### config.mk
export PLATFORM = sky130hd
export DESIGN_NAME = aewp_sqrt_cell
export DESIGN_NICKNAME = d
export VERILOG_FILES = /design/src/rtl/aewp_pkg.sv /design/src/rtl/aewp_sqrt_cell.sv
export SDC_FILE = /design/constraint.sdc
export NUM_CORES = 1
export LEC_CHECK = 0
export BUFFER_PORTS_ARGS = -buffer_cell sky130_fd_sc_hd__buf_2
export CORE_MARGIN = 2
export CORE_UTILIZATION = 51
export CTS_BUF_LIST = sky130_fd_sc_hd__clkbuf_16
export DETAILED_ROUTE_END_ITERATION = 10
export GPL_ROUTABILITY_DRIVEN = 0
export PLACE_DENSITY = 0.82
export SETUP_SLACK_MARGIN = 0.4
export SYNTH_ARGS = -nofsm -noshare
export SYNTH_HDL_FRONTEND = slang
export SYNTH_SLANG_ARGS = --single-unit
### constraint.sdc
create_clock -name clk -period 4.5 [get_ports clk]
set_input_delay 0.45 -clock clk [delete_from_list [all_inputs] [get_ports clk]]
set_output_delay 0.45 -clock clk [all_outputs]
set_load 0.03 [all_outputs]
### src/rtl/aewp_pkg.sv
// ----------------------------------------------------------------------------
// aewp_pkg
// Shared constants, arctangent table and result type for the azimuth /
// elevation block.
// ----------------------------------------------------------------------------
package aewp_pkg;

	localparam int ANG_W         = 32;  // binary angle width, 2^32 = 2pi
	localparam int GUARD_SHIFT   = 24;  // fraction bits added to the CORDIC inputs
	localparam int Q_BITS        = 63;  // quotient bits per division
	localparam int DEL_NUM_SHIFT = 94;  // numerator scale of the elevation partials
	localparam int DUP_SHIFT     = 30;  // numerator scale of d(el)/d(up)
	localparam int TAB_LEN       = 40;

	localparam logic [ANG_W-1:0] ANG_HALF        = 32'h8000_0000;
	localparam logic [ANG_W-1:0] ANG_QUARTER     = 32'h4000_0000;
	localparam logic [ANG_W-1:0] ANG_NEG_QUARTER = 32'hC000_0000;

	// atan(2^-i) as a binary angle
	localparam logic [ANG_W-1:0] ATAN_TAB [TAB_LEN] = '{
		32'h20000000, 32'h12E4051E, 32'h09FB385B, 32'h051111D4, 32'h028B0D43,
		32'h0145D7E1, 32'h00A2F61E, 32'h00517C55, 32'h0028BE53, 32'h00145F2F,
		32'h000A2F98, 32'h000517CC, 32'h00028BE6, 32'h000145F3, 32'h0000A2FA,
		32'h0000517D, 32'h000028BE, 32'h0000145F, 32'h00000A30, 32'h00000518,
		32'h0000028C, 32'h00000146, 32'h000000A3, 32'h00000051, 32'h00000029,
		32'h00000014, 32'h0000000A, 32'h00000005, 32'h00000003, 32'h00000001,
		32'h00000001, 32'h00000000, 32'h00000000, 32'h00000000, 32'h00000000,
		32'h00000000, 32'h00000000, 32'h00000000, 32'h00000000, 32'h00000000
	};

	typedef struct packed {
		logic [31:0]        azimuth;
		logic signed [31:0] elevation;
		logic signed [63:0] daz_deast;
		logic signed [63:0] daz_dnorth;
		logic signed [63:0] del_deast;
		logic signed [63:0] del_dnorth;
		logic signed [63:0] del_dup;
		logic               degenerate;
	} res_t;

endpackage

### src/rtl/aewp_sqrt_cell.sv
// ----------------------------------------------------------------------------
// aewp_sqrt_cell
// One registered step of a restoring square root: one root bit per cell.
// ----------------------------------------------------------------------------
module aewp_sqrt_cell import aewp_pkg::*; #(
	parameter int RW   = 64,
	parameter int RADW = 64
) (
	input  logic            clk,
	input  logic            en,
	input  logic [RW-1:0]   root_i,
	input  logic [RW+1:0]   rem_i,
	input  logic [RADW-1:0] rad_i,
	output logic [RW-1:0]   root_q,
	output logic [RW+1:0]   rem_q,
	output logic [RADW-1:0] rad_q
);

	logic [RW+3:0] part;
	logic [RW+3:0] trial;
	logic [RW+3:0] diff;
	logic          fits;

	always_comb begin
		part  = {rem_i, rad_i[RADW-1:RADW-2]};
		trial = {2'b00, root_i, 2'b01};
		diff  = part - trial;
		fits  = (part >= trial);
	end

	always_ff @(posedge clk) begin
		if (en) begin
			root_q <= {root_i[RW-2:0], fits};
			rem_q  <= fits ? diff[RW+1:0] : part[RW+1:0];
			rad_q  <= {rad_i[RADW-3:0], 2'b00};
		end
	end

endmodule

* Word-level counts from Yosys, hierarchy flattened
Index checks and enable logic that the tools add are counted.
** Word-level totals
- Flip-flop bits (word level) :: 192
- Bits in latches :: 0
- Memory bits (writable) :: 0
- Bits in read-only memories :: 0
- Bits of input ports :: 196
- Output and inout bits :: 194
- Memories kept :: 0
** Operators by class
- $add $sub $neg :: 1
- Multiply operators :: 0
- Divide/modulo/power cells :: 0
- Order comparisons :: 1
- Equal/unequal tests :: 0
- Shift-type cells :: 0
- Mux-type cells :: 1
- Bitwise gates (word level) :: 0
- Reduce and logical (&&, ||, !) cells :: 0
** Operators with widths (number)
- $ge 68x66->1 :: 1
- $mux 66 :: 1
- $sub 66x66->66 :: 1

* Logic depth before layout (Yosys ltp)
- Word-level depth :: 2
- Gate-level depth with buffers :: 15
- Depth with buffers taken out :: 12

* Worst setup path before layout
No wires, ideal clock.
- Kind :: in2reg
- Start point :: input root_i[38]
- End point :: register rem_q[59] (data pin)
- Library setup time :: 0.262 ns
- Arrival time :: 3.441 ns
- Required time :: 4.238 ns
- Slack :: 0.797 ns
- Cell stages on the path :: 12
- Cell sequence :: inv_1 -> ha_1 -> buf_2 -> nand4_2 -> or4_1 -> or4_4 -> o211a_4 -> a31oi_4 -> a2bb2oi_4 -> buf_6 -> buf_8 -> mux2_1
** On the way
- Word-level cells in the longest chain between the ends :: 2
** Ends and longest elaborated chain
- start: declaration :: line aewp_sqrt_cell.sv:11 : input logic [RW-1:0] root_i,
- $ge 68x66->1 :: line aewp_sqrt_cell.sv:28 : fits = (part >= trial);
- net fits :: line aewp_sqrt_cell.sv:22 : logic fits;
- $mux 66 :: line aewp_sqrt_cell.sv:34 : rem_q <= fits ? diff[RW+1:0] : part[RW+1:0];
- end signal: assignment :: line aewp_sqrt_cell.sv:34
- end: declaration :: line aewp_sqrt_cell.sv:15 : output logic [RW+1:0] rem_q,
The timed path passes the listed nets, and every way through them passes these cells.
A chain may end at the register's enable or synchronous reset.

* Worst setup path in the final report
- Start point :: input root_i[38]
- End point :: register rem_q[33] (data pin)
** On the way
- Word-level cells in the longest chain between the ends :: 2
** Ends and longest elaborated chain (line)
- $ge 68x66->1 :: aewp_sqrt_cell.sv:28
- $mux 66 :: aewp_sqrt_cell.sv:34
No other way between the ends.

==> results.md <==
* Outcome: complete, no violations
* Slew @ Worst Pin at 0.706 ns
* Vias/cell at between 5 and 6
* Die area at approximately 23000 um^2
* Post-Syn Area at approximately 11000 um^2
* LEAKAGE at 0.00613 uW
* CTS tree: built
* Hold Path Class: in2reg
* Req. time, crit path at 4.69 ns
* Starting Density at around half
* Worst setup margin at about 0.77 ns
* CTS Buf Count at 17
* Data arrival, critical path at approximately 3.9 ns
* CTS clk-pin slew, worst paths at about 0.080 ns
* Register area share after synthesis at 52.6%
* Cell Pwr Density at a little under 400 nW/um^2
* Largest net degree at the start of global routing at 89
* Routed WL at 30700 um
* Slowest Stage Delay on Critical Path at approximately 0.60 ns
* Hold Buf Count CTS at 0
* Ys async rst share at 0%
* Post-route setup TNS at 0 ns
* Post-CTS Setup Inserts at 0
* I/O pin cnt at between 300 and 400
* Share of layout cells above drive strength 1 at 35.2%
* Via count at around 9100
* Placed insts at 1598
* Area share of the largest cell type after synthesis at 52.6%
* Pre-CTS setup slack at about 0.35 ns
* Mapped Cells at between 900 and 1000
* Die Span X at 151 um
* Initial antenna violation count at 1
* Maximum clock path buffer count at 2
* Antenna Nets Post-Route at 0
* Count of pins over their slew limit at 0
* Final min period at ~3.7 ns
* CP Launch Type: input port
* VDD IR max at ~250 uV
* Unrepaired setup endpoints after global routing: no
* Height of the die at about 150 um
* Achievable Freq at about 0.27 GHz
* Critical Path End Type: register
* Fin nets at around 1600
* 1st-pass router iterations at 8
* Clock Sinks at roughly 190
* Initial DRC count at about 760
* CTS Root Cell: clkbuf_16
* Post-synth top flop: edfxtp_1
* Critical path class: in2reg
* Distinct cells, synth at 64
* Final Instance Count excl. Fillers at 1630
* Top-count cell post-synth: edfxtp_1
* Synth Register Bits at 192
* CP max FO at 24
* Post-CTS sizing at 0
* Global-route wire length before repair at 45500 um
* GRT overflow at 0
* Crit-path slowest cell: or4_1
* Vias in the first global route at 8808
* Slew headroom at about half
* WL per Instance at around 19 um
* Final Hold Fails at 0
* Num rows at between 50 and 60
* CP cell instances: buf_2, inv_1, ha_1, nand4_2, or4_1, or4_4, o211a_4, a31oi_4, a2bb2oi_4, buf_4, mux2_2
* Filler cell count at about 1700
* DP HPWL at roughly 24000 um
* Synth cell count leaders: edfxtp_1 (192), a21oi_1 (87), inv_1 (78)
* Input/output buffers at between 300 and 400
* DRC Markers at 0
* Top cell type by total area after synthesis: edfxtp_1
* Syn avg cell area at between 10 and 15 um^2
* H-tree levels at 4
* Endpoints failing setup at 0
* Core area at roughly 21000 um^2
* Fin util at about 65%
* Number of synthesized flops with an enable pin at about 190
* YS warnings at 0
* Period utilization at between 80% and 90%
* N_diodes at 0
* Top post-synthesis cells by area: edfxtp_1 (53%), ha_1 (7.5%), a21oi_1 (4.0%)
* GR Util All Layers at 25.9%
* Max_cap viols at 0
* Area grow syn2layout at 25.3%
==> kinds of logic (layout without fill, tap and decap cells) <==
group                    after synthesis  in the layout  synth area share, %
AO/OA/AOI/OAI                        242            242                 14.3
AND/OR/NAND/NOR                      224            224                 9.89
flip-flops                           192            192                 52.6
buffers and inverters                111            506                 4.42
adder cells (fa/ha/maj)               66             66                 7.53
multiplexers                          66             66                 6.74
XOR/XNOR                              57             57                 4.55
other                                  1              2               0.0342
==> stage by stage <==
stage | total power [uW] | area (um^2) | hold slack (ns)
CTS | 5380 | 13700 | 0.171
global placement | 3830 | 13100 | 0.627
detailed placement | 3870 | 13100 | 0.628
floorplan | 3380 | 11000 | 0.549
finish | 5360 | 13700 | 0.180
global route | 5580 | 13700 | 0.169
==> worst max-delay path, delay by kind of cell <==
family,cells,cell delay (ns)
AOI/OAI and AO/OA,3,0.75
adders and majority gates,1,0.44
buffers and inverters,3,0.48
muxes,1,0.39
and+or+nand+nor,3,1.39
==> cell usage in the layout, fill, tap and decap left out, types with 7 or more instances in the layout <==
master / count
o211ai_1: 7
inv_1: 79
o21a_1: 7
nand2_1: 69
buf_4: 8
nand2b_1: 7
clkbuf_16: 17
ha_1: 66
mux2_2: 37
buf_2: 386
a21oi_1: 87
xnor2_1: 35
mux2_1: 26
o21bai_1: 13
nor2_1: 50
nand4_1: 16
o21ai_0: 46
a21o_1: 31
nand3_1: 19
xor2_1: 22
edfxtp_1: 192
a31oi_1: 9
and3_1: 7
nor2b_1: 7
nor3_1: 22
nor4_1: 8
==> worst paths after layout <==
path | to | depth (start not counted) | slack, ns | start
max | rem_q[33] | 11 | 0.77 | root_i[38]
min | rad_q[48] | 1 | 0.18 | rad_i[46]
==> cell type report <==
cell class | count | area [um^2] | area share, %
clock inverters | 15 | 166 | 1.21
multi-input cells | 657 | 4720 | 34.4
inverters | 78 | 293 | 2.13
flip-flops and latches | 192 | 5770 | 42.0
repair buffers | 396 | 2030 | 14.7
well taps | 275 | 344 | 2.50
clock buffers | 17 | 425 | 3.10
==> per-layer routing <==
metal	track usage, %	up-vias	wire length (um)
li1	-	4339	-
met1	30.7	4264	11700
met2	47.3	439	15800
met3	6.09	50	2630
met4	6.21	2	542
met5	0	-	13
==> sequential cells by signal (all words and copies together) (netlist names) <==
register	cells
rem_q	66
rad_q	62
root_q	64
==> power by group <==
part	switching [uW]	leakage (uW)	internal [uW]
logic	1030	0.00396	554
registers	49.4	0.00188	2220
clock network	767	0.000293	748
(Power assumes the default switching activity.)
