--- src/rtl/aewp_pkg.sv ---
// ----------------------------------------------------------------------------
// aewp_pkg
// Shared constants, arctangent table and result type for the azimuth /
// elevation block.
// ----------------------------------------------------------------------------
package aewp_pkg;

	localparam int ANG_W         = 32;  // binary angle width, 2^32 = 2pi
	localparam int GUARD_SHIFT   = 24;  // fraction bits added to the CORDIC inputs
	localparam int Q_BITS        = 63;  // quotient bits per division
	localparam int DEL_NUM_SHIFT = 94;  // numerator scale of the elevation partials
	localparam int DUP_SHIFT     = 30;  // numerator scale of d(el)/d(up)
	localparam int TAB_LEN       = 40;

	localparam logic [ANG_W-1:0] ANG_HALF        = 32'h8000_0000;
	localparam logic [ANG_W-1:0] ANG_QUARTER     = 32'h4000_0000;
	localparam logic [ANG_W-1:0] ANG_NEG_QUARTER = 32'hC000_0000;

	// atan(2^-i) as a binary angle
	localparam logic [ANG_W-1:0] ATAN_TAB [TAB_LEN] = '{
		32'h20000000, 32'h12E4051E, 32'h09FB385B, 32'h051111D4, 32'h028B0D43,
		32'h0145D7E1, 32'h00A2F61E, 32'h00517C55, 32'h0028BE53, 32'h00145F2F,
		32'h000A2F98, 32'h000517CC, 32'h00028BE6, 32'h000145F3, 32'h0000A2FA,
		32'h0000517D, 32'h000028BE, 32'h0000145F, 32'h00000A30, 32'h00000518,
		32'h0000028C, 32'h00000146, 32'h000000A3, 32'h00000051, 32'h00000029,
		32'h00000014, 32'h0000000A, 32'h00000005, 32'h00000003, 32'h00000001,
		32'h00000001, 32'h00000000, 32'h00000000, 32'h00000000, 32'h00000000,
		32'h00000000, 32'h00000000, 32'h00000000, 32'h00000000, 32'h00000000
	};

	typedef struct packed {
		logic [31:0]        azimuth;
		logic signed [31:0] elevation;
		logic signed [63:0] daz_deast;
		logic signed [63:0] daz_dnorth;
		logic signed [63:0] del_deast;
		logic signed [63:0] del_dnorth;
		logic signed [63:0] del_dup;
		logic               degenerate;
	} res_t;

endpackage

--- src/rtl/aewp_div_cell.sv ---
// ----------------------------------------------------------------------------
// aewp_div_cell
// One registered restoring-division step, one quotient bit per lane; the
// lanes share a divisor that travels with them.
// ----------------------------------------------------------------------------
module aewp_div_cell import aewp_pkg::*; #(
	parameter int DW    = 64,
	parameter int LANES = 1
) (
	input  logic                           clk,
	input  logic                           en,
	input  logic [DW-1:0]                  den_i,
	input  logic [LANES-1:0][DW-1:0]       rem_i,
	input  logic [LANES-1:0][Q_BITS-1:0]   low_i,
	input  logic [LANES-1:0][Q_BITS-1:0]   q_i,
	output logic [DW-1:0]                  den_q,
	output logic [LANES-1:0][DW-1:0]       rem_q,
	output logic [LANES-1:0][Q_BITS-1:0]   low_q,
	output logic [LANES-1:0][Q_BITS-1:0]   q_q
);

	logic [LANES-1:0][DW:0] part;
	logic [LANES-1:0][DW:0] diff;
	logic [LANES-1:0]       fits;

	always_comb begin
		for (int l = 0; l < LANES; l++) begin
			part[l] = {rem_i[l], low_i[l][Q_BITS-1]};
			diff[l] = part[l] - {1'b0, den_i};
			fits[l] = (part[l] >= {1'b0, den_i});
		end
	end

	always_ff @(posedge clk) begin
		if (en) begin
			den_q <= den_i;
			for (int l = 0; l < LANES; l++) begin
				rem_q[l] <= fits[l] ? diff[l][DW-1:0] : part[l][DW-1:0];
				low_q[l] <= {low_i[l][Q_BITS-2:0], 1'b0};
				q_q[l]   <= {q_i[l][Q_BITS-2:0], fits[l]};
			end
		end
	end

endmodule

--- config.mk ---
export PLATFORM = sky130hd
export DESIGN_NAME = aewp_div_cell
export DESIGN_NICKNAME = d
export VERILOG_FILES = /design/src/rtl/aewp_pkg.sv /design/src/rtl/aewp_div_cell.sv
export SDC_FILE = /design/constraint.sdc
export NUM_CORES = 1
export LEC_CHECK = 0
export ABC_AREA = 1
export BUFFER_PORTS_ARGS = -buffer_cell sky130_fd_sc_hd__clkbuf_2
export CAP_MARGIN = 15
export CORE_AREA = 8 8 195 197
export DETAILED_ROUTE_END_ITERATION = 16
export DIE_AREA = 0 0 203 205
export PLACE_DENSITY = 0.81
export SLEW_MARGIN = 25
export SYNTH_ARGS = -nofsm -noshare
export SYNTH_HDL_FRONTEND = slang
export SYNTH_SLANG_ARGS = --single-unit
export TNS_END_PERCENT = 50
--- constraint.sdc ---
create_clock -name clk -period 2.3 [get_ports clk]
set_input_delay 0.46 -clock clk [delete_from_list [all_inputs] [get_ports clk]]
set_output_delay 0.46 -clock clk [all_outputs]
set_load 0.03 [all_outputs]
; Word-level counts from Yosys, hierarchy flattened
; Cells that the tools add are included.
[totals]
latchBits = 0
ramBits = 0
word_cells = 7
reg_bits = 253
mem_count = 0
out_inout_bits = 254
romBits = 0
[classes]
n_lt_le_gt_ge = 1
shift = 0
add_sub_neg = 1
reduce_logical = 0
eq_ne = 0
mux = 1
bitwise_logic = 0
n_mul = 0
n_div = 0
[op_table]
columns = op, count
row1 = $ge A65 B64 Y1, 1
row2 = $mux W64, 1
row3 = $sub A64 B64 Y64, 1

; Longest topological paths before layout
; Gate-level depths: netlist of the first run.
[logic_depth]
ltp_word = 2
mapped_depth = 18
ltp_nobuf = 17

; Worst setup path before layout of the first run
; OpenSTA, ideal clock, no wires.
[synth_timing]
path_kind = in2reg
start = input port den_i[53]
end = register rem_q[3] in the netlist's numbering (data pin)
path_stages = 15
path_slack_ns = 0.033
arrival_ns = 2.014
cell_sequence = inv_1 ha_1 nand2_1 nor2_2 and2_1 nand2_1 nor2_1 nand2_1 nand3_2 nor2_4 nand2_4 buf_12 buf_12 nand2_2 nand2_1
[synth_between]
elab_chain_len = 2
[synth_rtl]
columns = item, line
row1 = start: declaration, aewp_div_cell.sv:12  ; input logic [DW-1:0] den_i,
row2 = $ge A65 B64 Y1, aewp_div_cell.sv:30  ; fits[l] = (part[l] >= {1'b0, den_i});
row3 = $mux W64, aewp_div_cell.sv:38  ; rem_q[l] <= fits[l] ? diff[l][DW-1:0] : part[l][DW-1:0];
row4 = end signal: indexed assignment, aewp_div_cell.sv:38
row5 = end: declaration, aewp_div_cell.sv:17  ; output logic [LANES-1:0][DW-1:0] rem_q,
; No other way between the ends.
; A chain may end at the register's enable or synchronous reset.

; Final worst setup path of the first run
[layout_timing]
start = input port den_i[34]
end = register rem_q[47] in the netlist's numbering (data pin)
[layout_between]
elab_chain_len = 2
word_cells_on_any_way = 3
classes_between = add/sub (1) / order compare (1) / mux (1)
[layout_rtl]
columns = item, line
row1 = $sub A64 B64 Y64 / $ge A65 B64 Y1 (equally long branches), "aewp_div_cell.sv:29, aewp_div_cell.sv:30"
row2 = $mux W64 (*), aewp_div_cell.sv:38
; Every way passes the cells marked *; elsewhere a longest branch is shown, timed or not.

==> reports/results.txt, run 1 <==
Status - finished, final reports clean
DR pass1 iterations - 6
Warnings from Yosys - 0
Max-cap violations - 0
Final Setup Violations - 0
Via count - 14730
Hold_buf cts - 0
#FFs+latches synth - 253
Drt first-iter violations - 1031
Asr flop ratio synth - 0%
Die height - 205 um
Port Buffers - 507
Reg clk slew, reported paths - 60 ps
Post-synthesis cell area - 14880 sq um
CTS tree - built
Vias in the first global route - 14860
Drt via density - 4.706
Fmax - 456.1 MHz
Final Cycle Share - 95.34%
Synth Area in Adders - 5.517%
Psw - 4.743 mW
Synth Flop Type - edfxtp_1
Routability cong. - 0.9573
Initial antenna violation count - 1
Largest fanout on the critical path - 4
XOR/XNOR Fraction of Synth Area - 1.825%
Hold slack final - 85.27 ps
Flop pwr share - 40.6%
Clock Sink Count - 253
Synth top area share - 51.06%
Syn_nets - 2156
Fillers - 3131
Unique masters post-synth - 36
Lkg Pwr - 11.56 nW
Combinational power share - 30.7%
Row count - 69
Syn_area_per_cell - 8.108 sq um
Critical Path End Type - flip-flop
Worst hold start - q_i[36]
Final hold violation count - 0
Grt ovf - 0
Area added between synthesis and finish - 41.65%
Crit path kind - in -> reg
Critical Path Start Type - input pin
Pwr/cell area - 673.0 nW/um^2
Clk network pwr share - 28.8%
Antenna viol nets, final - 0
Per-cell routed wire length - 18.10 um
First-pass GRT wire length - 84010 um
Max_slew headroom - 66.29%
I/O pin cnt - 510
Sequential element share of the synthesized area - 51.06%
Min-Delay Endpoint - q_q[37]$_DFFE_PP_
Largest net degree at the start of global routing - 63
Post-synth EDFFs - 253
Slew @ Worst Pin - 505.6 ps
Critical Path RT - 2590 ps
Htree depth - 1
Mux cell area share after synthesis - 0%
Switch share - 33.44%
GRT Util Overall - 26.09%
RSZ-0062 raised after global routing - no
Final Max Tran Viols - 0
WP data arrival - 2480 ps
Layout cell share with drive strength beyond 1 - 34.61%
Drt total wl - 56650 um
Post-CTS Setup Bufs - 0
Internal cell power - 9.439 mW
Area contributors post-synth - edfxtp_1 (51%), nand2_1 (17%), inv_1 (9.6%), ha_1 (5.4%), nand3_1 (4.7%)
CTS resizes - 0
Final #Nets - 2970
DRC - 0
Die width - 203 um
Core Box Area - 34960 sq um
Hold Path Class - in -> reg
Most common cell in the synthesized netlist - nand2_1
Synth Instances - 1835
Worst hold stages - 1
TritonCTS Buffers - 27
Main combinational cell family by area after synthesis - simple AND/OR/NAND/NOR gates
Setup_tns - 0 ps
Pwr Total - 14.18 mW
Post-synth top cells - nand2_1 (678), inv_1 (381), edfxtp_1 (253), nand3_1 (140), nor2_1 (99)
Clock root buffer - clkbuf_16
Final Critical Period - 2193 ps
Synth Area in Simple Gates - 28.60%
Synth Area in Compound Gates - 1.875%
Die Area - 41620 sq um
Clock buffer depth - 3
Maximum vdd drop - 0.7252 mV
Synth area leader - edfxtp_1
HPWL Detailed - 48020 um
Initial Util - 42.55%
layout make-up:
type / instances / area [sq um] / area share, %
Inverter: 401 / 1505 / 7.142
Timing Repair Buffer: 805 / 4917 / 23.33
Clock inverter: 16 / 123.9 / 0.5878
Clock buffer: 31 / 690.7 / 3.277
Sequential cell: 253 / 7597 / 36.05
Tap cell: 461 / 576.8 / 2.737
Multi-Input combinational cell: 1161 / 5660 / 26.86
Antenna cell: 1 / 2.502 / 0.01187
power groups by stage:
stage          logic (mW)  clock network (mW)  registers [mW]
6_report             4.35                4.08            5.75
5_1_grt              4.69                4.33            5.79
4_1_cts              4.35                4.17            5.76
3_5_place_dp         4.33                   0            5.85
3_3_place_gp         4.27                   0            5.83
2_1_floorplan        1.43                   0            6.76
metal layers:
metal	vias to the layer above	global-route usage, %	wire [um]	share of wire, %
li1	7348	-	-	-
met1	6730	31.09	22250	39
met2	541	45.40	27520	49
met3	106	5.471	4467	7.9
met4	0	10.85	2410	4.3
met5	-	0	0	0
state kept, by name (all words and copies together), names as in the netlist:
signal  cells
q_q        63
den_q      64
rem_q      64
low_q      62
metrics by stage:
step / cells / setup WS [ps] / utilization (%) / cell area, sq um
detailed placement: 3081 / -504.2 / 57.83 / 20220
global route: 3129 / 0.5269 / 60.27 / 21070
finish: 3129 / 107.3 / 60.27 / 21070
floorplan: 1835 / 33.29 / - / 14880
CTS: 3128 / 52.12 / 60.16 / 21030
global placement: 3081 / -482.8 / 57.83 / 20220
how the worst max path moves through the flow:
stage	from	to	slack (ps)	cells past startpoint
6_report	den_i[34]	rem_q[47]$_DFFE_PP_	110	15
3_3_place_gp	den_i[3]	rem_q[62]$_DFFE_PP_	-480	17
4_1_cts	den_i[3]	rem_q[62]$_DFFE_PP_	50	17
5_1_grt	den_i[16]	rem_q[43]$_DFFE_PP_	0.5	17
2_1_floorplan	den_i[53]	rem_q[3]$_DFFE_PP_	30	15
3_5_place_dp	den_i[3]	rem_q[62]$_DFFE_PP_	-500	17
cell usage in the layout, fill, tap and decap left out, drive strengths merged:
| cell | synthesis | layout |
|---|---|---|
| a21boi | 1 | 1 |
| a21o | 1 | 1 |
| a21oi | 45 | 45 |
| and2 | 2 | 2 |
| and3 | 3 | 3 |
| buf | 12 | 299 |
| bufinv | 0 | 1 |
| clkbuf | 8 | 537 |
| clkinv | 1 | 13 |
| conb | 1 | 1 |
| diode | 0 | 1 |
| edfxtp | 253 | 253 |
| fa | 1 | 1 |
| ha | 64 | 64 |
| inv | 400 | 403 |
| nand2 | 706 | 706 |
| nand3 | 142 | 142 |
| nand3b | 16 | 16 |
| nand4 | 7 | 7 |
| nor2 | 119 | 119 |
| nor3 | 9 | 9 |
| nor4 | 5 | 5 |
| o21ai | 7 | 7 |
| or2 | 1 | 1 |
| xnor2 | 1 | 1 |
| xor2 | 30 | 30 |
critical path, stage by stage:
cell,delay [ps]
clkbuf_2,90
inv_1,50
ha_1,420
nand2_1,120
buf_4,150
nor2_1,130
buf_4,130
nand2_1,80
nor2_1,220
nand3_1,200
nand3_1,120
nand2_1,50
nand3_1,100
buf_4,130
nand2_1,40
cell families after synthesis:
| logic type | after synthesis |
|---|---|
| AND/OR/NAND/NOR | 1010 |
| XOR/XNOR | 31 |
| other | 1 |
| buffers and inverters | 421 |
| AO/OA/AOI/OAI | 54 |
| adder cells (fa/ha/maj) | 65 |
| flip-flops | 253 |
Power figures use the tool's default switching activity.
==> inputs of run 2 (changes only) <==
--- a/config.mk
+++ b/config.mk
@@ -12,6 +12,7 @@
 export DETAILED_ROUTE_END_ITERATION = 16
 export DIE_AREA = 0 0 203 205
 export PLACE_DENSITY = 0.81
+export RECOVER_POWER = 25
 export SLEW_MARGIN = 25
 export SYNTH_ARGS = -nofsm -noshare
 export SYNTH_HDL_FRONTEND = slang
==> run 2 against run 1 <==
Net effect:
- flip-flop and latch count is the same
- clock-buffer cell count stayed put
- setup slack barely moved
- final cell count stayed put
- design area is 0.27% lower
==> reports/results.txt, run 2 (synthesis gave the netlist of run 1 again) <==
Status - finished, final reports clean
WP data arrival - 2480 ps (about the same)
Fillers - 3155 (+0.77%)
Htree depth - 1 (unchanged)
Per-cell routed wire length - 18.11 um (about the same)
Max_slew headroom - 65.83% (-0.46 points)
RSZ-0062 raised after global routing - no
Max-cap violations - 0 (unchanged)
First-pass GRT wire length - 84010 um (unchanged)
Grt ovf - 0 (unchanged)
DR pass1 iterations - 8 (+2)
Initial Util - 42.55% (unchanged)
Final Max Tran Viols - 0 (unchanged)
Area added between synthesis and finish - 41.27%
Critical Path End Type - flip-flop
Final Critical Period - 2192 ps (-0.2690 ps)
Most common cell after layout, fill and taps aside - nand2_1
Worst path slowest cell - ha_1
Combinational power share - 30.6% (about the same)
Die height - 205 um (unchanged)
Clock root buffer - clkbuf_16
HPWL Detailed - 48020 um (unchanged)
Fmax - 456.1 MHz (about the same)
Port Buffers - 507 (unchanged)
TritonCTS Buffers - 27 (unchanged)
Commonest non-fill, non-tap cells in the layout - nand2_1 (676), clkbuf_2 (461), inv_1 (381)
Flop pwr share - 40.6% (about the same)
Clock Sink Count - 253 (unchanged)
I/O pin cnt - 510 (unchanged)
Via count - 14760 (+0.21%)
Critical Path RT - 2590 ps (about the same)
Critical Path Start Type - input pin
Pwr Total - 14.18 mW (about the same)
Hold Path Class - in -> reg
Clk network pwr share - 28.8% (about the same)
Drt via density - 4.716 (+0.21%)
Crit path cell chain - clkbuf_2 -> inv_1 -> ha_1 -> nand2_1 -> buf_4 -> nor2_1 -> buf_4 -> nand2_1 -> nor2_1 -> nand3_1 -> nand3_1 -> nand2_1 -> nand3_1 -> buf_4 -> nand2_1
Maximum vdd drop - 0.7274 mV (+0.30%)
Worst hold start - q_i[36]
Final Cycle Share - 95.32% (about the same)
Final hold violation count - 0 (unchanged)
Lkg Pwr - 11.43 nW (-1.2%)
Internal cell power - 9.429 mW (-0.11%)
Die width - 203 um (unchanged)
Pwr/cell area - 674.5 nW/um^2 (+0.23%)
Die Area - 41620 sq um (unchanged)
Core Box Area - 34960 sq um (unchanged)
Largest registers - den_q: 64 flops, rem_q: 64 flops, q_q: 63 flops
Top Family by Delay on Critical Path - simple AND/OR/NAND/NOR gates
Crit-path max cell delay - 420 ps (about the same)
Slew @ Worst Pin - 512.5 ps (+6.890 ps)
Drt total wl - 56680 um (about the same)
Row count - 69 (unchanged)
Critical Path Most Common Cell - nand2_1
Hold slack final - 85.57 ps (+0.2954 ps)
Final Setup Violations - 0 (unchanged)
Drt first-iter violations - 964 (-6.5%)
DRC - 0 (unchanged)
Pre-CTS setup slack - -504.2 ps (unchanged)
Initial antenna violation count - 1 (unchanged)
Largest fanout on the critical path - 4 (unchanged)
Antenna viol nets, final - 0 (unchanged)
Reg clk slew, reported paths - 60 ps (about the same)
Psw - 4.748 mW (+0.11%)
Routability cong. - 0.9573 (unchanged)
Switch share - 33.49% (+0.049 points)
Final #Nets - 2970 (unchanged)
Clock buffer depth - 3 (unchanged)
Crit path kind - in -> reg
Largest net degree at the start of global routing - 63 (unchanged)
GRT Util Overall - 26.09% (unchanged)
Layout cell share with drive strength beyond 1 - 32.92% (-1.7 points)
CP startpoint - den_i[34]
Setup ws final - 107.5 ps (+0.2690 ps)
Bufs and invs on worst path - 5 (unchanged)
Vias in the first global route - 14860 (unchanged)
CTS tree - built
[run 2: cell count changes in the layout (fill, tap and decap cells not counted), sizes merged]
| cell | delta |
|---|---|
| clkbuf | +1 |
| buf | -1 |
[run 2: stage by stage]
| step | setup TNS (ps) | area, sq um | std cells | util (%) |
|---|---|---|---|---|
| global route | 0 | 21020 | 3129 | 60.11 |
| floorplan | 0 | 14880 | 1835 | - |
| finish | 0 | 21020 | 3129 | 60.11 |
| CTS | 0 | 21030 | 3128 | 60.16 |
| global placement | -21850 | 20220 | 3081 | 57.83 |
| detailed placement | -24170 | 20220 | 3081 | 57.83 |
[run 2: power groups by stage]
stage	logic, mW	registers, mW	clock network, mW
after floorplan	1.43	6.76	0
after CTS	4.35	5.76	4.17
after detailed placement	4.33	5.85	0
after global placement	4.27	5.83	0
final	4.34	5.75	4.08
after global routing	4.68	5.79	4.33
[run 2: cell type report]
type / count / area (sq um) / area share (%)
Antenna cell: 1 / 2.502 / 0.01191
Clock buffer: 31 / 690.7 / 3.286
Timing Repair Buffer: 805 / 4861 / 23.13
Multi-Input combinational cell: 1161 / 5660 / 26.93
Clock inverter: 16 / 123.9 / 0.5894
Inverter: 401 / 1505 / 7.162
Sequential cell: 253 / 7597 / 36.15
Tap cell: 461 / 576.8 / 2.744
[run 2: layer usage]
metal	vias to the layer above	track usage (%)	share of wire [%]
met5	-	0	0
met4	0	10.85	4.3
met3	110	5.471	7.7
met2	579	45.40	49
met1	6724	31.09	39
li1	7343	-	-
[run 2: timing repair]
item	in CTS	in global routing
gates resized for setup	0	11
setup buffers	0	0
hold buffers	0	0
endpoints found under the setup margin	0	48
[run 2: worst paths after layout]
| path | to | slack [ps] | depth (start not counted) |
|---|---|---|---|
| min | q_q[37]$_DFFE_PP_ | 90 | 1 |
| max | rem_q[47]$_DFFE_PP_ | 110 | 15 |
