$ cat config.mk
export PLATFORM = sky130hd
export DESIGN_NAME = aewp_cordic_cell
export DESIGN_NICKNAME = d
export VERILOG_FILES = /design/src/rtl/aewp_pkg.sv /design/src/rtl/aewp_cordic_cell.sv
export SDC_FILE = /design/constraint.sdc
export NUM_CORES = 1
export LEC_CHECK = 0
export ABC_AREA = 1
export BUFFER_PORTS_ARGS = -buffer_cell sky130_fd_sc_hd__buf_2
export CORE_ASPECT_RATIO = 1.75
export CORE_MARGIN = 2
export CORE_UTILIZATION = 40
export CTS_CLUSTER_SIZE = 30
export DETAILED_ROUTE_END_ITERATION = 6
export GPL_TIMING_DRIVEN = 0
export HOLD_SLACK_MARGIN = 0.08
export PLACE_DENSITY_LB_ADDON = 0.25
export SYNTH_ARGS = -nofsm -noshare
export SYNTH_HDL_FRONTEND = slang
export SYNTH_SLANG_ARGS = --single-unit
$ cat constraint.sdc
create_clock -name clk -period 5.1 [get_ports clk]
set_clock_uncertainty 0.05 [all_clocks]
set_input_delay 1.02 -clock clk [delete_from_list [all_inputs] [get_ports clk]]
set_output_delay 1.02 -clock clk [all_outputs]
set_load 0.02 [all_outputs]
$ cat src/rtl/aewp_pkg.sv
// ----------------------------------------------------------------------------
// aewp_pkg
// Shared constants, arctangent table and result type for the azimuth /
// elevation block.
// ----------------------------------------------------------------------------
package aewp_pkg;

	localparam int ANG_W         = 32;  // binary angle width, 2^32 = 2pi
	localparam int GUARD_SHIFT   = 24;  // fraction bits added to the CORDIC inputs
	localparam int Q_BITS        = 63;  // quotient bits per division
	localparam int DEL_NUM_SHIFT = 94;  // numerator scale of the elevation partials
	localparam int DUP_SHIFT     = 30;  // numerator scale of d(el)/d(up)
	localparam int TAB_LEN       = 40;

	localparam logic [ANG_W-1:0] ANG_HALF        = 32'h8000_0000;
	localparam logic [ANG_W-1:0] ANG_QUARTER     = 32'h4000_0000;
	localparam logic [ANG_W-1:0] ANG_NEG_QUARTER = 32'hC000_0000;

	// atan(2^-i) as a binary angle
	localparam logic [ANG_W-1:0] ATAN_TAB [TAB_LEN] = '{
		32'h20000000, 32'h12E4051E, 32'h09FB385B, 32'h051111D4, 32'h028B0D43,
		32'h0145D7E1, 32'h00A2F61E, 32'h00517C55, 32'h0028BE53, 32'h00145F2F,
		32'h000A2F98, 32'h000517CC, 32'h00028BE6, 32'h000145F3, 32'h0000A2FA,
		32'h0000517D, 32'h000028BE, 32'h0000145F, 32'h00000A30, 32'h00000518,
		32'h0000028C, 32'h00000146, 32'h000000A3, 32'h00000051, 32'h00000029,
		32'h00000014, 32'h0000000A, 32'h00000005, 32'h00000003, 32'h00000001,
		32'h00000001, 32'h00000000, 32'h00000000, 32'h00000000, 32'h00000000,
		32'h00000000, 32'h00000000, 32'h00000000, 32'h00000000, 32'h00000000
	};

	typedef struct packed {
		logic [31:0]        azimuth;
		logic signed [31:0] elevation;
		logic signed [63:0] daz_deast;
		logic signed [63:0] daz_dnorth;
		logic signed [63:0] del_deast;
		logic signed [63:0] del_dnorth;
		logic signed [63:0] del_dup;
		logic               degenerate;
	} res_t;

endpackage

$ cat src/rtl/aewp_cordic_cell.sv
// ----------------------------------------------------------------------------
// aewp_cordic_cell
// One registered CORDIC vectoring micro-rotation.
// ----------------------------------------------------------------------------
module aewp_cordic_cell import aewp_pkg::*; #(
	parameter int CW   = 59,
	parameter int STEP = 0
) (
	input  logic                 clk,
	input  logic                 en,
	input  logic signed [CW-1:0] x_i,
	input  logic signed [CW-1:0] y_i,
	input  logic [ANG_W-1:0]     z_i,
	output logic signed [CW-1:0] x_q,
	output logic signed [CW-1:0] y_q,
	output logic [ANG_W-1:0]     z_q
);

	logic signed [CW-1:0] xs;
	logic signed [CW-1:0] ys;

	assign xs = x_i >>> STEP;
	assign ys = y_i >>> STEP;

	always_ff @(posedge clk) begin
		if (en) begin
			if (!y_i[CW-1]) begin
				x_q <= x_i + ys;
				y_q <= y_i - xs;
				z_q <= z_i + ATAN_TAB[STEP];
			end else begin
				x_q <= x_i - ys;
				y_q <= y_i + xs;
				z_q <= z_i - ATAN_TAB[STEP];
			end
		end
	end

endmodule

### Word-level counts from Yosys, hierarchy flattened

Cells that the tools add are included.

| storage, ports and cells | value |
|---|---|
| flip-flop bits (word level) | 150 |
| bits in latches | 0 |
| memory bits (writable) | 0 |
| ROM bits | 0 |
| output and inout port bits | 150 |
| memories | 0 |

| operators by class | value |
|---|---|
| $add $sub $neg | 5 |
| $mul | 0 |
| div/mod/pow operators | 0 |
| order comparisons | 0 |
| equal/unequal tests | 0 |
| shift-type cells | 0 |
| muxes and demuxes | 3 |
| bitwise logic cells | 0 |
| reductions and logical operators | 0 |

Operators with widths:

| cell | number |
|---|---|
| 2-to-1 mux 59 bit | 2 |
| subtractor 59 bit | 2 |
| adder 59 bit | 1 |
| adder 32 x 30 -> 32 bit (second input constant) | 1 |
| 2-to-1 mux 32 bit | 1 |
| subtractor 32 x 30 -> 32 bit (second input constant) | 1 |

### Logic depth before layout (Yosys ltp)

Gate-level depths: netlist (run 1).

| logic depth | value |
|---|---|
| word-level depth | 2 |
| depth in mapped cells | 18 |

### Least setup slack after synthesis (run 1)

OpenSTA, ideal clock, no wires.

| timing path | value |
|---|---|
| kind | input to register |
| start point | in x_i[31] |
| end point | reg x_q[46], data pin |
| setup time | 254 ps |
| arrival | 2504 ps |
| data required time | 4796 ps |
| path slack | 2293 ps |
| stages on the path | 15 |
| path buffers | 1 |
| cells stage by stage | inv_1 > ha_1 > buf_6 > nor2_1 > inv_1 > nor2_2 > inv_2 > nor2_2 > nand2_1 > nor2_1 > nand2_1 > nand3_1 > nand2_1 > nand3_1 > nand2_1 |

| on the way | value |
|---|---|
| longest elaborated chain between the ends | 2 |

RTL lines:

| item | RTL line | RTL |
|---|---|---|
| start, declared | aewp_cordic_cell.sv:11 | `input logic signed [CW-1:0] x_i,` |
| adder 59 bit or subtractor 59 bit (tied branches) | aewp_cordic_cell.sv:28, aewp_cordic_cell.sv:32 |  |
| 2-to-1 mux 59 bit (*) | aewp_cordic_cell.sv:27 | `if (!y_i[CW-1]) begin` |
| end signal, assigned | aewp_cordic_cell.sv:28 | `x_q <= x_i + ys;` |
| end signal, assigned | aewp_cordic_cell.sv:32 | `x_q <= x_i - ys;` |
| end, declared | aewp_cordic_cell.sv:14 | `output logic signed [CW-1:0] x_q,` |

Mark *: on every way between the ends. The rest lies on a longest branch, timed or not.
A chain may end at the register's enable or synchronous reset.

### Worst setup path in the final report (run 1)

| timing path | value |
|---|---|
| start point | in y_i[58] |
| end point | reg x_q[26], data pin |

| on the way | value |
|---|---|
| longest elaborated chain between the ends | 1 |

RTL lines:

| item | RTL line | RTL |
|---|---|---|
| start, declared | aewp_cordic_cell.sv:12 | `input logic signed [CW-1:0] y_i,` |
| 2-to-1 mux 59 bit | aewp_cordic_cell.sv:27 |  |

No other way between the ends.

==> results.md, run 1 <==
- Sinks on Clock Net: 149
- # hold bufs at CTS: 0
- Final Hold Viols: 0
- Resize count post-CTS: 0
- H-tree depth: 4
- Yosys cell types: 41
- Total GRT Usage: 0.3474
- Grt total ovfl: 0
- Die Wd: 176.5 um
- Failing checks: capacitance limit, slew limit
- Vias in the first global route: 22,860
- Fin util: 0.4619
- Vias: 23,560
- Peak VDD IR: 0.0002697 V
- Maximum capacitance violations: 1
- Final wirelength: 95,260 um
- Ratio of final minimum period to clock period: 0.6728
- # DRC: 0
- Pwr/cell area: 232.2 nW/um^2
- Fin crit period: 3.431 ns
- TritonCTS clock tree: built
- Final nets: 4,216
- Initial Util: 0.4044
- Final HPWL from detailed placement: 82,200 um
- Core area: 51,470 um^2
- Final hold slack: 0.6698 ns
- Max Freq: 291.5 MHz
- Area Overhead vs Synth: 14.20%
- Die Ht: 305.8 um
- Worst setup margin: 1.669 ns
- Hold crit path type: in -> reg
- Crit Path Class: in -> reg
- Routability cong.: 1.048
- Max transition margin: -0.02488
- Setup violations, final: 0
- First-pass GRT wire length: 135,800 um
- Area of the die: 53,960 um^2
- Outcome: finished with violations
- Crit-path max FO: 10
- Post-Place Setup Slack: 1.327 ns
- Antenna violations before repair: 3
- Slew Limit Fails: 11
- RSZ-0062 raised after global routing: no
- Vias per cell: 5.169
- WP data required: 5.16 ns
- Seq cells post-synth: 149
- Worst-path clk slew: 0.07 ns
- DR iter-0 viols: 1,891
- Port Buf Inserts: 301
- Syn avg cell area: 5.863 um^2
- Setup crit start kind: input pin
- Post-DP Area: 23,200 um^2
- Mapped Area: 20,820 um^2
- Asr flop ratio synth: 0
- I/O pin total: 302
- Setup bufs post-CTS: 0
- Largest net degree at the start of global routing: 101
- Top_reg_cell synth: edfxtp_1
- Post-synth EDFFs: 149
- Share of cells above drive strength 1: 0.1233
- WL/cell: 20.90 um
- Leak: 13.60 nW
- Worst Path Arrival: 3.49 ns
- Final Cell Area: 23,780 um^2
- TritonCTS Buffers: 17
- Std cell rows: 110
- Maximum root-to-sink buffer count: 2
- Total iterations of the first detailed-routing run: 6
- Clk root buf: clkbuf_16
- Critical path endpoint category: flop
- Setup TNS: 0 ns
- Final ANT Viol Nets: 0
- Sequential area share after synthesis: 0.2149
- Synth Net Count: 3,895
- Tightest Pin Transition: 1.537 ns
- Post-Synthesis Cells: 3,551
- Synth warn: 0
-- cell families (layout without fill, tap and decap cells) --
family / after synthesis / count (layout) / synth area share
simple gates: 1924 / 1924 / 0.3864
buf+inv: 843 / 1177 / 0.1624
compound gates: 404 / 404 / 0.1030
fa+ha+maj: 192 / 192 / 0.1168
flops: 149 / 149 / 0.2149
xor+xnor: 39 / 39 / 0.01641
other cells: 0 / 1 / 0
-- placed cells by master, fill, tap and decap left out, types with 7 or more instances in the layout --
| cell | synthesis | layout |
|---|---|---|
| nand2_1 | 1266 | 1266 |
| inv_1 | 746 | 746 |
| buf_2 | 14 | 314 |
| nand3_1 | 275 | 275 |
| nor2_1 | 245 | 245 |
| a21oi_1 | 192 | 192 |
| ha_1 | 188 | 188 |
| o21ai_0 | 153 | 153 |
| edfxtp_1 | 149 | 149 |
| nand4_1 | 57 | 57 |
| xor2_1 | 37 | 37 |
| buf_4 | 37 | 37 |
| o21bai_1 | 26 | 26 |
| nor2_2 | 20 | 20 |
| clkbuf_1 | 17 | 17 |
| clkbuf_16 | 0 | 17 |
| inv_2 | 15 | 15 |
| nand2_2 | 12 | 12 |
| o22ai_1 | 12 | 12 |
| buf_6 | 8 | 9 |
| nor2_4 | 8 | 8 |
| nor3_2 | 8 | 8 |
| o21ai_1 | 7 | 7 |
-- final timing paths --
path	from	endpoint	depth (start not counted)
worst max-delay path	y_i[58]	x_q[26]	5
worst min-delay path	z_i[1]	z_q[1]	1
-- critical path, cell delays in order --
cell and delay, ns:
buf_2 0.21, clkinv_1 0.14, clkbuf_1 0.73, clkbuf_1 0.94, o21ai_0 0.44
-- final cells by class --
cell class,count,area [um^2]
Antenna cell,1,2.502
Buffer,81,520.5
Clock buffer,17,425.4
Clock inverter,15,147.6
Fill cell,5915,27700
Inverter,762,2860
Multi-Input combinational cell,2559,12960
Sequential cell,149,4474
Tap cell,672,840.8
Timing Repair Buffer,302,1540
-- registers in the layout (all words and copies together), names as in the netlist --
signal	count
y_q	58
z_q	32
x_q	59
-- through the flow --
step / total power, mW / cells
after detailed placement: 4.211 / 4525
after CTS: 5.507 / 4557
final: 5.520 / 4558
after floorplan: 3.211 / 3551
after global routing: 5.809 / 4557
after global placement: 4.202 / 4524
-- synthesized netlist by cell type (12+ instances only) --
| cell | count | area, um^2 |
|---|---|---|
| inv_1 | 746 | 2800 |
| edfxtp_1 | 149 | 4474 |
| clkbuf_1 | 17 | 63.81 |
| nand2_2 | 12 | 75.07 |
| nand3_1 | 275 | 1376 |
| xor2_1 | 37 | 324.1 |
| buf_4 | 37 | 277.8 |
| inv_2 | 15 | 56.30 |
| nor2_1 | 245 | 919.6 |
| a21oi_1 | 192 | 960.9 |
| nand4_1 | 57 | 356.6 |
| nand2_1 | 1266 | 4752 |
| nor2_2 | 20 | 125.1 |
| ha_1 | 188 | 2352 |
| o22ai_1 | 12 | 75.07 |
| o21ai_0 | 153 | 765.7 |
| o21bai_1 | 26 | 195.2 |
| buf_2 | 14 | 70.07 |
-- where the power goes --
part / leakage (nW) / total, mW / internal [mW] / switching (mW)
logic: 11.9 / 2.64 / 0.740 / 1.90
registers: 1.46 / 1.59 / 1.55 / 0.0371
clock network: 0.280 / 1.29 / 0.682 / 0.609
-- metal layers --
layer / up-vias / global-route usage / routed length (um)
met5: - / 0 / 28
met4: 4 / 0.3404 / 10900
met3: 364 / 0.04092 / 5519
met2: 1020 / 0.6238 / 46740
met1: 10590 / 0.3354 / 32070
li1: 11590 / - / -
Note: power is estimated with default switching activity, not from simulation.
==> run 2: changes to the inputs <==
- ABC_AREA: 1 -> 0
- clock period: 5.1 -> 3.05 ns (I/O delays scaled with it)
==> run 2 against run 1 <==
Effect of this change: the run ends with DRC, capacitance limit, slew limit, setup timing left; non-clock buffer count is 132 higher; via count is 27% lower; sequential share of layout area is 1.2 points higher; die area is 24% lower; final area is 6.1% lower; flip-flop and latch count stayed put; synthesized area is 24% lower; synthesized cell count is 47% lower; setup slack worse by 2.2 ns; critical path type unchanged; largest cell class unchanged.
==> results.md, run 2 <==
- Outcome: finished with violations (unchanged)
- Failing checks: DRC, capacitance limit, slew limit, setup timing (was capacitance limit, slew limit)
- Final hold slack: 0.2687 ns (was 0.6698 ns)
- Fin crit period: 3.621 ns
- Largest family of logic cells by synthesized area: compound AO/OA/AOI/OAI gates (was simple AND/OR/NAND/NOR gates)
- DR iter-0 viols: 1,025 (was 1,891)
- Worst-path clk slew: 0.07 ns (about the same)
- TritonCTS Buffers: 17 (unchanged)
- Max transition margin: -0.02316 (was -0.02488)
- Leak: 9.360 nW (was 13.60 nW)
- Synth top cells by count: 231 x a21oi_1, 188 x ha_1, 179 x inv_1 (was 1,266 x nand2_1, 746 x inv_1, 275 x nand3_1)
- Synth warn: 0 (unchanged)
- Filler instances: 3,571 (was 5,915)
- Ratio of final minimum period to clock period: 1.187
- Final ANT Viol Nets: 0 (unchanged)
- I/O pin total: 302 (unchanged)
- Total GRT Usage: 0.3643 (was 0.3474)
- Synth Net Count: 2,223 (was 3,895)
- Crit-path max FO: 3 (was 10)
- Seq cells post-synth: 149 (unchanged)
- Final wirelength: 77,180 um (was 95,260 um)
- Sinks on Clock Net: 149 (unchanged)
- Tightest Pin Transition: 1.535 ns (was 1.537 ns)
- Cell taking the most area after synthesis: edfxtp_1 (was nand2_1)
- Max Freq: 276.2 MHz
- Syn avg cell area: 8.369 um^2 (was 5.863 um^2)
- Clk root buf: clkbuf_16 (unchanged)
- H-tree depth: 4 (unchanged)
- Asr flop ratio synth: 0 (unchanged)
- Mapped Area: 15,730 um^2 (was 20,820 um^2)
- Critical path endpoint category: flop (unchanged)
- Die Wd: 153.9 um (was 176.5 um)
- Setup crit start kind: input pin (unchanged)
- Largest cells by area after synthesis: edfxtp_1 28%, ha_1 15%, a21oi_1 7.4% (was nand2_1 23%, edfxtp_1 21%, inv_1 13%)
- Worst setup margin: -0.5710 ns (was 1.669 ns)
- Final Hold Viols: 0 (unchanged)
- Vias per cell: 6.022 (was 5.169)
- Vias in the first global route: 17,610 (was 22,860)
- Core area: 39,040 um^2 (was 51,470 um^2)
- Final HPWL from detailed placement: 60,660 um (was 82,200 um)
- Commonest non-fill, non-tap cell in the layout: buf_2 (was nand2_1)
- Maximum capacitance violations: 2 (was 1)
- Area Overhead vs Synth: 42.02% (was 14.20%)
- Max incr delay on CP: 0.49 ns (was 0.94 ns)
- Top_reg_cell synth: edfxtp_1 (unchanged)
- Antenna violations before repair: 8 (was 3)
- Post-synth EDFFs: 149 (unchanged)
- First-pass GRT wire length: 109,300 um (was 135,800 um)
- Final total power: 9.795 mW (was 5.520 mW)
- # DRC: 2 (was 0)
- Largest registers: x_q: 59 flops, y_q: 58 flops, z_q: 32 flops (unchanged)
- Synth Area in Compound Gates: 0.2550 (was 0.1030)
- Xor-xnor portion of the synthesized cell area: 0.06349 (was 0.01641)
- Largest register FFs: 59 (unchanged)
- Post-Synth Adder-Cell Area: 0.1547 (was 0.1168)
- Slew Limit Fails: 22 (was 11)
- Total iterations of the first detailed-routing run: 7 (was 6)
- Final nets: 2,673 (was 4,216)
- Setup violations, final: 69 (was 0)
- Post-Synthesis Cells: 1,879 (was 3,551)
- Maximum root-to-sink buffer count: 2 (unchanged)
- Sequential area share after synthesis: 0.2845 (was 0.2149)
- WP data required: 3.19 ns (was 5.16 ns)
- Grt total ovfl: 0 (unchanged)
- Die Ht: 266.3 um (was 305.8 um)
- Vias: 17,080 (was 23,560)
- Area fraction of the dominant cell type after synthesis: 0.2845 (was 0.2283)
- Routability cong.: 1.015 (was 1.048)
- Worst Path Arrival: 3.76 ns (was 3.49 ns)
- Hold crit path type: in -> reg (unchanged)
- Critical path, cell by cell: buf_8, ha_4, inv_2, fa_2, o21ba_4, a2111o_1, a21boi_4, nor3_2, o211ai_1, a31oi_4, o21ai_4, buf_12, a41oi_4, mux2i_1, xnor2_1 (was buf_2, clkinv_1, clkbuf_1, clkbuf_1, o21ai_0)
- Initial Util: 0.4028 (was 0.4044)
- Post-synthesis mux area share: 0.02554 (was 0)
- Reg with most FFs: x_q (unchanged)
- Std cell rows: 96 (was 110)
- Simple-gate area share of the yosys netlist: 0.1468 (was 0.3864)
- Slowest CP cell: o211ai_1 (was clkbuf_1)
- TritonCTS clock tree: built (unchanged)
- Port Buf Inserts: 300 (was 301)
- Most frequent cells in the layout: 292 x buf_2, 165 x inv_1, 162 x a21oi_1, 159 x ha_1, 149 x edfxtp_1 (was 1,266 x nand2_1, 746 x inv_1, 314 x buf_2, 275 x nand3_1, 245 x nor2_1)
- Yosys cell types: 88 (was 41)
- Crit Path Class: in -> reg (unchanged)
- Pwr/cell area: 438.6 nW/um^2 (was 232.2 nW/um^2)
- # hold bufs at CTS: 0 (unchanged)
- Largest net degree at the start of global routing: 94 (was 101)
- Area of the die: 40,980 um^2 (was 53,960 um^2)
- Peak VDD IR: 0.0003730 V (was 0.0002697 V)
- RSZ-0062 raised after global routing: yes (was no)
- Share of cells above drive strength 1: 0.3732 (was 0.1233)
- WL/cell: 27.20 um (was 20.90 um)
- Most frequent cell after synthesis: a21oi_1 (was nand2_1)
run 2: cell types whose count changed after synthesis, sizes merged, moves of 21 or more:
cell | previous run | this run
a21oi | 195 | 232
nand2 | 1284 | 113
nand3 | 281 | 21
inv | 761 | 180
nor2 | 273 | 153
nor3 | 13 | 43
a211oi | 0 | 23
mux2i | 0 | 39
a21o | 1 | 31
xnor2 | 2 | 106
xor2 | 37 | 8
nand4 | 57 | 36
run 2: critical path: cells and delay by family:
family,cells,cell delay (ns)
buffers and inverters,3,0.26
muxes,1,0.23
adders and majority gates,2,0.49
AOI/OAI and AO/OA,7,1.98
xor gates and xnor gates,1,0.10
and+or+nand+nor,1,0.07
run 2: stage by stage:
step           setup WS (ns)  utilization  setup TNS, ns  instances  instance area (um^2)
2_1_floorplan        -0.1984            -         -3.369       1879                 15930
3_3_place_gp          -2.187       0.4622        -162.03       2669                 18040
3_5_place_dp          -2.180       0.4630         -94.36       2670                 18080
4_1_cts              -0.5630       0.5371         -13.89       2776                 20970
5_1_grt              -0.6084       0.5720         -23.18       2836                 22330
6_report             -0.5710       0.5721         -20.00       2837                 22330
run 2: timing repair:
item / 4_1_cts / 5_1_grt
buffers inserted: 73 / 56
pin swaps: 113 / 96
gates cloned: 1 / 1
gates resized for setup: 368 / 195
endpoints found under the setup margin: 81 / 79
run 2: path summary, 6_finish.rpt:
path    start      end  slack (ns)  cells after the start
min   z_i[10]  z_q[10]        0.27                      1
max    y_i[0]  y_q[56]       -0.57                     15
run 2: report_power, final:
| group | leakage [nW] | internal [mW] | switching (mW) |
|---|---|---|---|
| Clock | 0.281 | 1.23 | 1.03 |
| Combinational | 7.62 | 1.76 | 3.02 |
| Sequential | 1.46 | 2.68 | 0.0804 |
| Total | 9.36 | 5.67 | 4.13 |
run 2: area by class of cell:
class	instances	area, um^2	share of cell area
antenna	5	12.51	0.0005603
inverter	187	730.7	0.03272
multi-input combinational	1459	12570	0.5630
clock buffer	17	425.4	0.01905
clock inverter	15	170.2	0.007619
buffer	84	600.6	0.02689
sequential	149	4474	0.2003
timing repair buffer	431	2733	0.1224
tap	490	613.1	0.02745
run 2: per-layer routing:
metal,part of all wire,global-route usage,up-vias
met5,0.00049,0,-
met4,0.11,0.3233,6
met3,0.047,0.05400,396
met2,0.54,0.7149,832
met1,0.30,0.3122,8174
li1,-,-,7676
run 2: kinds of logic (layout without fill, tap and decap cells):
logic type	count (synthesis)	count (layout)
buffers and inverters	271	734
and+or+nand+nor	476	476
xor gates and xnor gates	114	114
adders and majority gates	192	192
muxes	40	40
AOI/OAI and AO/OA	637	637
DFF	149	149
other	0	5
